## src/hw/rtl/skf_pkg.sv

```systemverilog
// ----------------------------------------------------------------------------
// skf_pkg
// Types and constants shared by the scalar Kalman filter modules.
// ----------------------------------------------------------------------------
`default_nettype none

package skf_pkg;

	localparam int unsigned CH_W       = 4;
	localparam int unsigned CH_CODES   = 1 << CH_W;
	localparam int unsigned COV_W      = 31;
	localparam int unsigned EST_W      = 32;
	localparam int unsigned GAIN_W     = 17;
	localparam int unsigned DIV_STEPS  = 17;
	localparam int unsigned DIV_CNT_W  = 5;
	localparam int unsigned CFG_IDX_W  = 2;
	localparam int unsigned CFG_DATA_W = 32;

	// configuration register indexes
	localparam logic [CFG_IDX_W-1:0] REG_PROCESS_NOISE      = 2'd0;
	localparam logic [CFG_IDX_W-1:0] REG_SENSOR_NOISE       = 2'd1;
	localparam logic [CFG_IDX_W-1:0] REG_INITIAL_COVARIANCE = 2'd2;
	localparam logic [CFG_IDX_W-1:0] REG_INITIAL_ESTIMATE   = 2'd3;

	// reset values, Q16.16
	localparam logic [COV_W-1:0] PROCESS_NOISE_RST = 31'd8192;
	localparam logic [COV_W-1:0] SENSOR_NOISE_RST  = 31'd20972;
	localparam logic [COV_W-1:0] COV_RST           = 31'd1966080;
	localparam logic [EST_W-1:0] EST_RST           = 32'd0;

	// gain of 1.0 in Q1.16
	localparam logic [GAIN_W-1:0] GAIN_ONE = 17'h10000;

	typedef struct packed {
		logic [CH_W-1:0]         channel;
		logic signed [EST_W-1:0] measurement;
		logic                    restart;
	} meas_t;

	typedef struct packed {
		logic [CH_W-1:0]         channel_out;
		logic signed [EST_W-1:0] estimate;
	} est_t;

	typedef struct packed {
		logic accept;
		logic load;
		logic init;
		logic step;
		logic mul;
		logic finish;
	} skf_cmd_t;

	typedef struct packed {
		logic div_last;
	} skf_sts_t;

endpackage

`default_nettype wire

```

## src/hw/rtl/skf_ram.sv

```systemverilog
// ----------------------------------------------------------------------------
// skf_ram
// Generic single-write, single-read RAM with registered read data.
// ----------------------------------------------------------------------------
`default_nettype none

module skf_ram #(
	parameter int unsigned WIDTH = 8,
	parameter int unsigned DEPTH = 16,
	localparam int unsigned ADDR_W = (DEPTH > 1) ? $clog2(DEPTH) : 1
) (
	input  wire logic              clk,
	input  wire logic              we,
	input  wire logic [ADDR_W-1:0] waddr,
	input  wire logic [WIDTH-1:0]  wdata,
	input  wire logic [ADDR_W-1:0] raddr,
	output logic      [WIDTH-1:0]  rdata
);

	logic [WIDTH-1:0] mem [DEPTH];

	always_ff @(posedge clk) begin
		if (we) begin
			mem[waddr] <= wdata;
		end
		rdata <= mem[raddr];
	end

endmodule

`default_nettype wire

```

## src/hw/rtl/skf_datapath.sv

```systemverilog
// ----------------------------------------------------------------------------
// skf_datapath
// Per-channel state RAM, config registers, time update, radix-2 gain divider,
// measurement update multipliers and the result register.
// ----------------------------------------------------------------------------
`default_nettype none

module skf_datapath
	import skf_pkg::*;
#(
	parameter int unsigned CHANNELS = 16,
	localparam int unsigned SLOT_W = (CHANNELS > 1) ? $clog2(CHANNELS) : 1
) (
	input  wire logic                  clk,
	input  wire logic                  arst_n,
	input  wire meas_t                 meas,
	input  wire logic                  cfg_write,
	input  wire logic [CFG_IDX_W-1:0]  cfg_index,
	input  wire logic [CFG_DATA_W-1:0] cfg_data,
	input  wire skf_cmd_t              cmd,
	output skf_sts_t                   sts,
	output est_t                       est
);

	localparam int unsigned RAM_W = COV_W + EST_W;

	logic [COV_W-1:0] q_q;
	logic [COV_W-1:0] r_q;
	logic [COV_W-1:0] init_cov_q;
	logic [EST_W-1:0] init_est_q;

	logic [SLOT_W-1:0] slot_lut [CH_CODES];
	logic [SLOT_W-1:0] slot_q;
	logic [CH_W-1:0]   ch_q;
	logic [EST_W-1:0]  z_q;
	logic              restart_q;
	logic [CHANNELS-1:0] valid_q;

	logic [RAM_W-1:0] rd_data;
	logic [RAM_W-1:0] wr_data;

	logic [COV_W-1:0]        p_sel;
	logic [EST_W-1:0]        x_sel;
	logic [COV_W:0]          p_sum;
	logic [COV_W-1:0]        p1_q;
	logic [EST_W-1:0]        x_q;
	logic signed [EST_W:0]   diff_q;
	logic [EST_W-1:0]        den_q;
	logic [EST_W:0]          rem_q;
	logic [EST_W+1:0]        trial;
	logic                    ge;
	logic [EST_W:0]          rem_next;
	logic [GAIN_W-1:0]       k_q;
	logic [DIV_CNT_W-1:0]    cnt_q;
	logic [GAIN_W-1:0]       k_eff;
	logic signed [50:0]      prod_x_q;
	logic [47:0]             prod_p_q;
	logic signed [EST_W+2:0] upd;
	logic [EST_W-1:0]        x1;
	logic [COV_W-1:0]        p_new;

	// channel to store slot, folded at elaboration
	for (genvar g = 0; g < CH_CODES; g++) begin : g_slot
		localparam int unsigned SLOT_G = g % CHANNELS;
		assign slot_lut[g] = SLOT_W'(SLOT_G);
	end

	always_ff @(posedge clk or negedge arst_n) begin
		if (!arst_n) begin
			q_q        <= PROCESS_NOISE_RST;
			r_q        <= SENSOR_NOISE_RST;
			init_cov_q <= COV_RST;
			init_est_q <= EST_RST;
		end else if (cfg_write) begin
			case (cfg_index)
				REG_PROCESS_NOISE:      q_q        <= cfg_data[COV_W-1:0];
				REG_SENSOR_NOISE:       r_q        <= cfg_data[COV_W-1:0];
				REG_INITIAL_COVARIANCE: init_cov_q <= cfg_data[COV_W-1:0];
				REG_INITIAL_ESTIMATE:   init_est_q <= cfg_data[EST_W-1:0];
				default: ;
			endcase
		end
	end

	skf_ram #(
		.WIDTH (RAM_W),
		.DEPTH (CHANNELS)
	) u_state_ram (
		.clk   (clk),
		.we    (cmd.finish),
		.waddr (slot_q),
		.wdata (wr_data),
		.raddr (slot_lut[meas.channel]),
		.rdata (rd_data)
	);

	// entries never written read as the reset state
	always_comb begin
		if (restart_q) begin
			p_sel = init_cov_q;
			x_sel = init_est_q;
		end else if (valid_q[slot_q]) begin
			p_sel = rd_data[RAM_W-1:EST_W];
			x_sel = rd_data[EST_W-1:0];
		end else begin
			p_sel = COV_RST;
			x_sel = EST_RST;
		end
		p_sum = {1'b0, p_sel} + {1'b0, q_q};
	end

	assign trial    = {1'b0, rem_q} - {2'b00, den_q};
	assign ge       = !trial[EST_W+1];
	assign rem_next = ge ? trial[EST_W:0] : rem_q;
	assign k_eff    = (den_q == '0) ? GAIN_ONE : k_q;
	assign sts.div_last = (cnt_q == DIV_CNT_W'(DIV_STEPS - 1));

	always_comb begin
		upd = {{3{x_q[EST_W-1]}}, x_q} + prod_x_q[50:16];
		if (!upd[EST_W+2] && (upd[EST_W+1:EST_W-1] != 3'b000)) begin
			x1 = {1'b0, {(EST_W-1){1'b1}}};
		end else if (upd[EST_W+2] && (upd[EST_W+1:EST_W-1] != 3'b111)) begin
			x1 = {1'b1, {(EST_W-1){1'b0}}};
		end else begin
			x1 = upd[EST_W-1:0];
		end
		p_new   = prod_p_q[46:16];
		wr_data = {p_new, x1};
	end

	always_ff @(posedge clk or negedge arst_n) begin
		if (!arst_n) begin
			valid_q <= '0;
		end else if (cmd.finish) begin
			valid_q[slot_q] <= 1'b1;
		end
	end

	always_ff @(posedge clk) begin
		if (cmd.accept) begin
			ch_q      <= meas.channel;
			z_q       <= meas.measurement;
			restart_q <= meas.restart;
			slot_q    <= slot_lut[meas.channel];
		end
		if (cmd.load) begin
			p1_q <= p_sum[COV_W] ? {COV_W{1'b1}} : p_sum[COV_W-1:0];
			x_q  <= x_sel;
		end
		if (cmd.init) begin
			den_q  <= {1'b0, p1_q} + {1'b0, r_q};
			rem_q  <= {2'b00, p1_q};
			cnt_q  <= '0;
			diff_q <= $signed({z_q[EST_W-1], z_q}) - $signed({x_q[EST_W-1], x_q});
		end
		if (cmd.step) begin
			rem_q <= {rem_next[EST_W-1:0], 1'b0};
			k_q   <= {k_q[GAIN_W-2:0], ge};
			cnt_q <= cnt_q + 1'b1;
		end
		if (cmd.mul) begin
			prod_x_q <= $signed({1'b0, k_eff}) * diff_q;
			prod_p_q <= 48'(GAIN_ONE - k_eff) * 48'(p1_q);
		end
		if (cmd.finish) begin
			est.channel_out <= ch_q;
			est.estimate    <= x1;
		end
	end

endmodule

`default_nettype wire

```

## src/hw/rtl/skf_ctrl.sv

```systemverilog
// ----------------------------------------------------------------------------
// skf_ctrl
// Sequencer for one filter update: handshakes, step commands, result valid.
// ----------------------------------------------------------------------------
`default_nettype none

module skf_ctrl
	import skf_pkg::*;
(
	input  wire logic     clk,
	input  wire logic     arst_n,
	input  wire logic     meas_valid,
	output logic          meas_stall,
	output logic          est_valid,
	input  wire logic     est_stall,
	input  wire skf_sts_t sts,
	output skf_cmd_t      cmd
);

	typedef enum logic [2:0] {
		ST_IDLE,
		ST_LOAD,
		ST_INIT,
		ST_DIV,
		ST_MUL,
		ST_FINISH
	} state_t;

	state_t state_q;
	logic   busy_q;
	logic   est_valid_q;
	logic   out_free;

	assign meas_stall = busy_q;
	assign est_valid  = est_valid_q;
	assign out_free   = !est_valid_q || !est_stall;

	always_comb begin
		cmd        = '0;
		cmd.accept = (state_q == ST_IDLE) && meas_valid && !busy_q;
		cmd.load   = (state_q == ST_LOAD);
		cmd.init   = (state_q == ST_INIT);
		cmd.step   = (state_q == ST_DIV);
		cmd.mul    = (state_q == ST_MUL);
		cmd.finish = (state_q == ST_FINISH) && out_free;
	end

	always_ff @(posedge clk or negedge arst_n) begin
		if (!arst_n) begin
			state_q     <= ST_IDLE;
			busy_q      <= 1'b0;
			est_valid_q <= 1'b0;
		end else begin
			if (est_valid_q && !est_stall) begin
				est_valid_q <= 1'b0;
			end
			case (state_q)
				ST_IDLE: begin
					if (cmd.accept) begin
						state_q <= ST_LOAD;
						busy_q  <= 1'b1;
					end
				end
				ST_LOAD: state_q <= ST_INIT;
				ST_INIT: state_q <= ST_DIV;
				ST_DIV: begin
					if (sts.div_last) begin
						state_q <= ST_MUL;
					end
				end
				ST_MUL: state_q <= ST_FINISH;
				ST_FINISH: begin
					// wait for the result register to drain
					if (out_free) begin
						state_q     <= ST_IDLE;
						busy_q      <= 1'b0;
						est_valid_q <= 1'b1;
					end
				end
				default: state_q <= ST_IDLE;
			endcase
		end
	end

endmodule

`default_nettype wire

```

## src/hw/rtl/scalar_kalman_filter.sv

```systemverilog
// Each accepted measurement steps through the load, init, divide, multiply and
// finish states; the result is registered once the output register is free.
// One item is in flight at a time; a 17-step restoring divider forms the gain.
// Reset: config registers return to defaults and every channel reads as
// covariance 30.0 and estimate 0.0 at once through per-channel valid bits.
// ----------------------------------------------------------------------------
// scalar_kalman_filter
// Multi-channel one-dimensional Kalman filter, signed Q16.16.
// ----------------------------------------------------------------------------
`default_nettype none

module scalar_kalman_filter
	import skf_pkg::*;
#(
	parameter int unsigned CHANNELS = 16
) (
	input  wire logic                  clk,
	input  wire logic                  arst_n,
	input  wire logic                  meas_valid,
	output logic                       meas_stall,
	input  wire meas_t                 meas,
	output logic                       est_valid,
	input  wire logic                  est_stall,
	output est_t                       est,
	input  wire logic                  cfg_write,
	input  wire logic [CFG_IDX_W-1:0]  cfg_index,
	input  wire logic [CFG_DATA_W-1:0] cfg_data
);

	skf_cmd_t cmd;
	skf_sts_t sts;

	skf_ctrl u_ctrl (
		.clk        (clk),
		.arst_n     (arst_n),
		.meas_valid (meas_valid),
		.meas_stall (meas_stall),
		.est_valid  (est_valid),
		.est_stall  (est_stall),
		.sts        (sts),
		.cmd        (cmd)
	);

	skf_datapath #(
		.CHANNELS (CHANNELS)
	) u_datapath (
		.clk       (clk),
		.arst_n    (arst_n),
		.meas      (meas),
		.cfg_write (cfg_write),
		.cfg_index (cfg_index),
		.cfg_data  (cfg_data),
		.cmd       (cmd),
		.sts       (sts),
		.est       (est)
	);

`ifndef NO_ASSERTIONS
	// an accepted transaction keeps the input side closed until its result is out
	a_busy_after_accept: assert property (@(posedge clk) disable iff (!arst_n)
		(meas_valid && !meas_stall) |=> meas_stall)
		else $error("input not stalled after accepted transaction");

	// a result appears only at the end of an update
	a_result_from_update: assert property (@(posedge clk) disable iff (!arst_n)
		$rose(est_valid) |-> $past(meas_stall))
		else $error("result valid without an update in progress");

	// the input side reopens only together with a registered result
	a_release_with_result: assert property (@(posedge clk) disable iff (!arst_n)
		$fell(meas_stall) |-> est_valid)
		else $error("input released without a result");
`endif

endmodule

`default_nettype wire

```

## config.mk

```make
export PLATFORM = sky130hd
export DESIGN_NAME = scalar_kalman_filter
export DESIGN_NICKNAME = d
export VERILOG_FILES = /design/src/hw/rtl/skf_pkg.sv /design/src/hw/rtl/skf_ram.sv /design/src/hw/rtl/skf_datapath.sv /design/src/hw/rtl/skf_ctrl.sv /design/src/hw/rtl/scalar_kalman_filter.sv
export SDC_FILE = /design/constraint.sdc
export NUM_CORES = 2
export LEC_CHECK = 0
export BUFFER_PORTS_ARGS = -buffer_cell sky130_fd_sc_hd__buf_4
export CAP_MARGIN = 20
export CORE_UTILIZATION = 45
export CTS_CLUSTER_DIAMETER = 120
export DETAILED_ROUTE_END_ITERATION = 10
export GPL_TIMING_DRIVEN = 0
export PLACE_DENSITY = 0.72
export SYNTH_ARGS = -nofsm -noshare
export SYNTH_HDL_FRONTEND = slang
export SYNTH_SLANG_ARGS = --single-unit
export TNS_END_PERCENT = 30
```

## constraint.sdc

```tcl
create_clock -name clk -period 12.62 [get_ports clk]
set_input_delay 2.524 -clock clk [delete_from_list [all_inputs] [get_ports clk]]
set_output_delay 2.524 -clock clk [all_outputs]
set_load 0.02 [all_outputs]
```

==> impl_metrics.toml <==
[yosys]
ys_async_sr_fraction = 0.09487
yosysSeqAreaShare = 0.4343
synth_cells = 7920
synth_ff_type = "edfxtp_1"
syn_nets = 9559
synth.distinct_cells = 99
ys_ff_latch = 1539
synth-edff-count = 1329
netlist_area_um2 = 103300
synth.avg_cell_area_um2 = 13.04
yosysWarnings = 0

[critical_path]
path_max_fanout = 19
required_ns = 13.17
worst_setup_path_end_kind = "register"
cpMostUsedCell = "fa_1"
path_buf_inv = 12
cp_slowest_cell = "clkbuf_1"
path_class = "reg -> reg"
arrival_ns = 12.62
critPathTopFamily = "adder cells"
slowest_delay_ns = 0.61
start_kind = "register"

[floorplanning]
core.rowCount = 175
io_pins = 114
fp.dieW_um = 481.1
coreArea_um2 = 227700
die_area_um2 = 231400
start_util = 0.4536
die_h_um = 481.1

[layout]
layout_common_cells = "1329 x edfxtp_1, 1179 x inv_1, 1136 x fa_1, 889 x nand2_1, 427 x ha_1"
final_common_cell = "edfxtp_1"
fin_nets = 9951
drive_gt1_frac = 0.1254
syn_to_final_growth_pct = 11.53

[timing]
setup_violations = 0
slew_violations = 0
fin_hold_ws_ns = 0.4739
post-route-min-period_ns = 12.07
hold_viol = 0
min_period_over_period = 0.9561
fmax_ghz = 0.08288
clock_skew_ns = 0.04379
max_slew.worst_pin.slew_ns = 1.244
relSlewSlack = 0.1707

[cts]
cts-buffers-inserted = 147
clockRootBuffer = "clkbuf_16"
htree_levels = 4
cts_tree = "done"
cts_hold_buf = 0
clock_latency_ns = 0.81
cts_max_path_buffers = 3
clk_pin_slew_worst_paths_ns = 0.06
clock-sinks = 1539

[detailed_routing]
first_pass_iters = 8
drtIter0Drc = 7101
vias_per_cell = 5.762
wl_per_cell_um = 26.73
drt-total-wl_mm = 306.0
vias = 65980
ant_nets = 0
drc = 0

[placed_design]
place.gp.congestion = 0.9665
io_buffers = 113
dp_hpwl_mm = 229.6

[job]
maxCapViolations = 0

[global_routing]
grt_remaining_overflow = 0
grt_max_degree = 96
grt_pass1_wl_mm = 455.1
antenna_found_initial = 14
grtUsageTotal = 0.2691
grt_pass1_vias = 69310

[min_path]
min_path_type = "reg -> reg"

[run_status]
status = "finished, final reports clean"
-- kinds of logic after synthesis --
| kind of cell | after synthesis | share of synthesized area |
|---|---|---|
| simple gates | 1840 | 0.08556 |
| fa+ha+maj | 1569 | 0.2725 |
| buf+inv | 1541 | 0.05651 |
| flops | 1539 | 0.4343 |
| compound gates | 727 | 0.04558 |
| mux | 451 | 0.08401 |
| xor+xnor | 253 | 0.02153 |
-- sequential cells by signal, indices dropped and copies added, names as in the netlist, 32 cells and up --
name and cells:
u_datapath.den_q 32, u_datapath.diff_q 33, u_datapath.est 36, u_datapath.init_est_q 32, u_datapath.prod_x_q 35, u_datapath.rem_q 33
u_datapath.u_state_ram.mem 1008, u_datapath.u_state_ram.rdata 63, u_datapath.x_q 32, u_datapath.z_q 32
-- area by class of cell --
class / count / area (µm²)
diodes: 4 / 10.01
plain buffers: 359 / 1410
clock buffers: 190 / 4026
clock inverters: 85 / 1010
fillers: 18830 / 112500
inverters: 1181 / 4433
multi-input cells: 4840 / 52830
flip-flops and latches: 1539 / 44860
well taps: 3009 / 3765
repair buffers: 244 / 2849
-- per-layer routing --
metal / vias to the layer above / track usage / part of all wire
met5: - / 0 / 0.00013
met4: 6 / 0.1493 / 0.063
met3: 804 / 0.04778 / 0.090
met2: 3672 / 0.4303 / 0.47
met1: 33970 / 0.3481 / 0.38
li1: 27520 / - / -
-- path summary, 6_finish.rpt --
kind                                             from                        to  slack (ns)  depth (start not counted)
worst max-delay path              u_datapath.den_q[8]   u_datapath.prod_p_q[41]        0.55                         39
worst min-delay path            u_datapath.valid_q[8]     u_datapath.valid_q[8]        0.47                          1
worst max register to register    u_datapath.den_q[8]   u_datapath.prod_p_q[41]        0.55                         39
worst min register to register  u_datapath.valid_q[8]     u_datapath.valid_q[8]        0.47                          1
max in group asynchronous                      arst_n  u_datapath.init_est_q[9]        9.98                          2
min in group asynchronous                      arst_n        u_datapath.r_q[17]        1.69                          1
-- through the flow --
stage / utilization / instances / setup slack [ns] / instance area [µm²] / TNS [ns]
final: 0.5059 / 11450 / 0.5539 / 115200 / 0
after global routing: 0.5058 / 11450 / -0.009812 / 115200 / -0.009812
after global placement: 0.4738 / 11040 / -3.560 / 107900 / -644.92
after CTS: 0.5046 / 11430 / 0.007109 / 114900 / 0
after floorplan: - / 7920 / 3.016 / 103300 / 0
after detailed placement: 0.4821 / 11150 / -1.142 / 109800 / -8.424
-- cell usage after synthesis (35+ instances only) --
| cell | count | area, µm² |
|---|---|---|
| edfxtp_1 | 1329 | 39910 |
| inv_1 | 1180 | 4429 |
| fa_1 | 1136 | 22740 |
| nand2_1 | 889 | 3337 |
| ha_1 | 427 | 5343 |
| and2_1 | 327 | 2046 |
| mux4_2 | 320 | 7207 |
| clkbuf_1 | 303 | 1137 |
| and3_1 | 212 | 1326 |
| a21oi_1 | 198 | 991.0 |
| xnor2_1 | 180 | 1577 |
| o21ai_0 | 179 | 895.9 |
| nor2_1 | 170 | 638.1 |
| dfrtp_1 | 133 | 3328 |
| mux2_2 | 126 | 1419 |
| a21o_1 | 75 | 563.0 |
| xor2_1 | 72 | 630.6 |
| dfxtp_1 | 64 | 1281 |
| o21a_1 | 50 | 375.4 |
| nor3_1 | 45 | 225.2 |
| buf_1 | 43 | 161.4 |
| nand3_1 | 35 | 175.2 |
-- worst register-to-register path, delay by kind of cell, from the launching register on --
kind / cells / cell delay [ns]
xor gates and xnor gates: 2 / 0.85
DFF: 1 / 0.42
adders and majority gates: 10 / 4.73
buffers and inverters: 12 / 2.69
AOI/OAI and AO/OA: 6 / 1.62
and+or+nand+nor: 9 / 1.49
-- what timing repair did --
action | in CTS | in global routing
buffers inserted | 4 | 0
resized for setup | 8 | 14
pin swaps | 2 | 0
setup endpoints to repair | 15 | 13
Power is left out: the tool's default activity adds up to more than one toggle a clock period on the data nets, which glitch-free logic cannot reach.
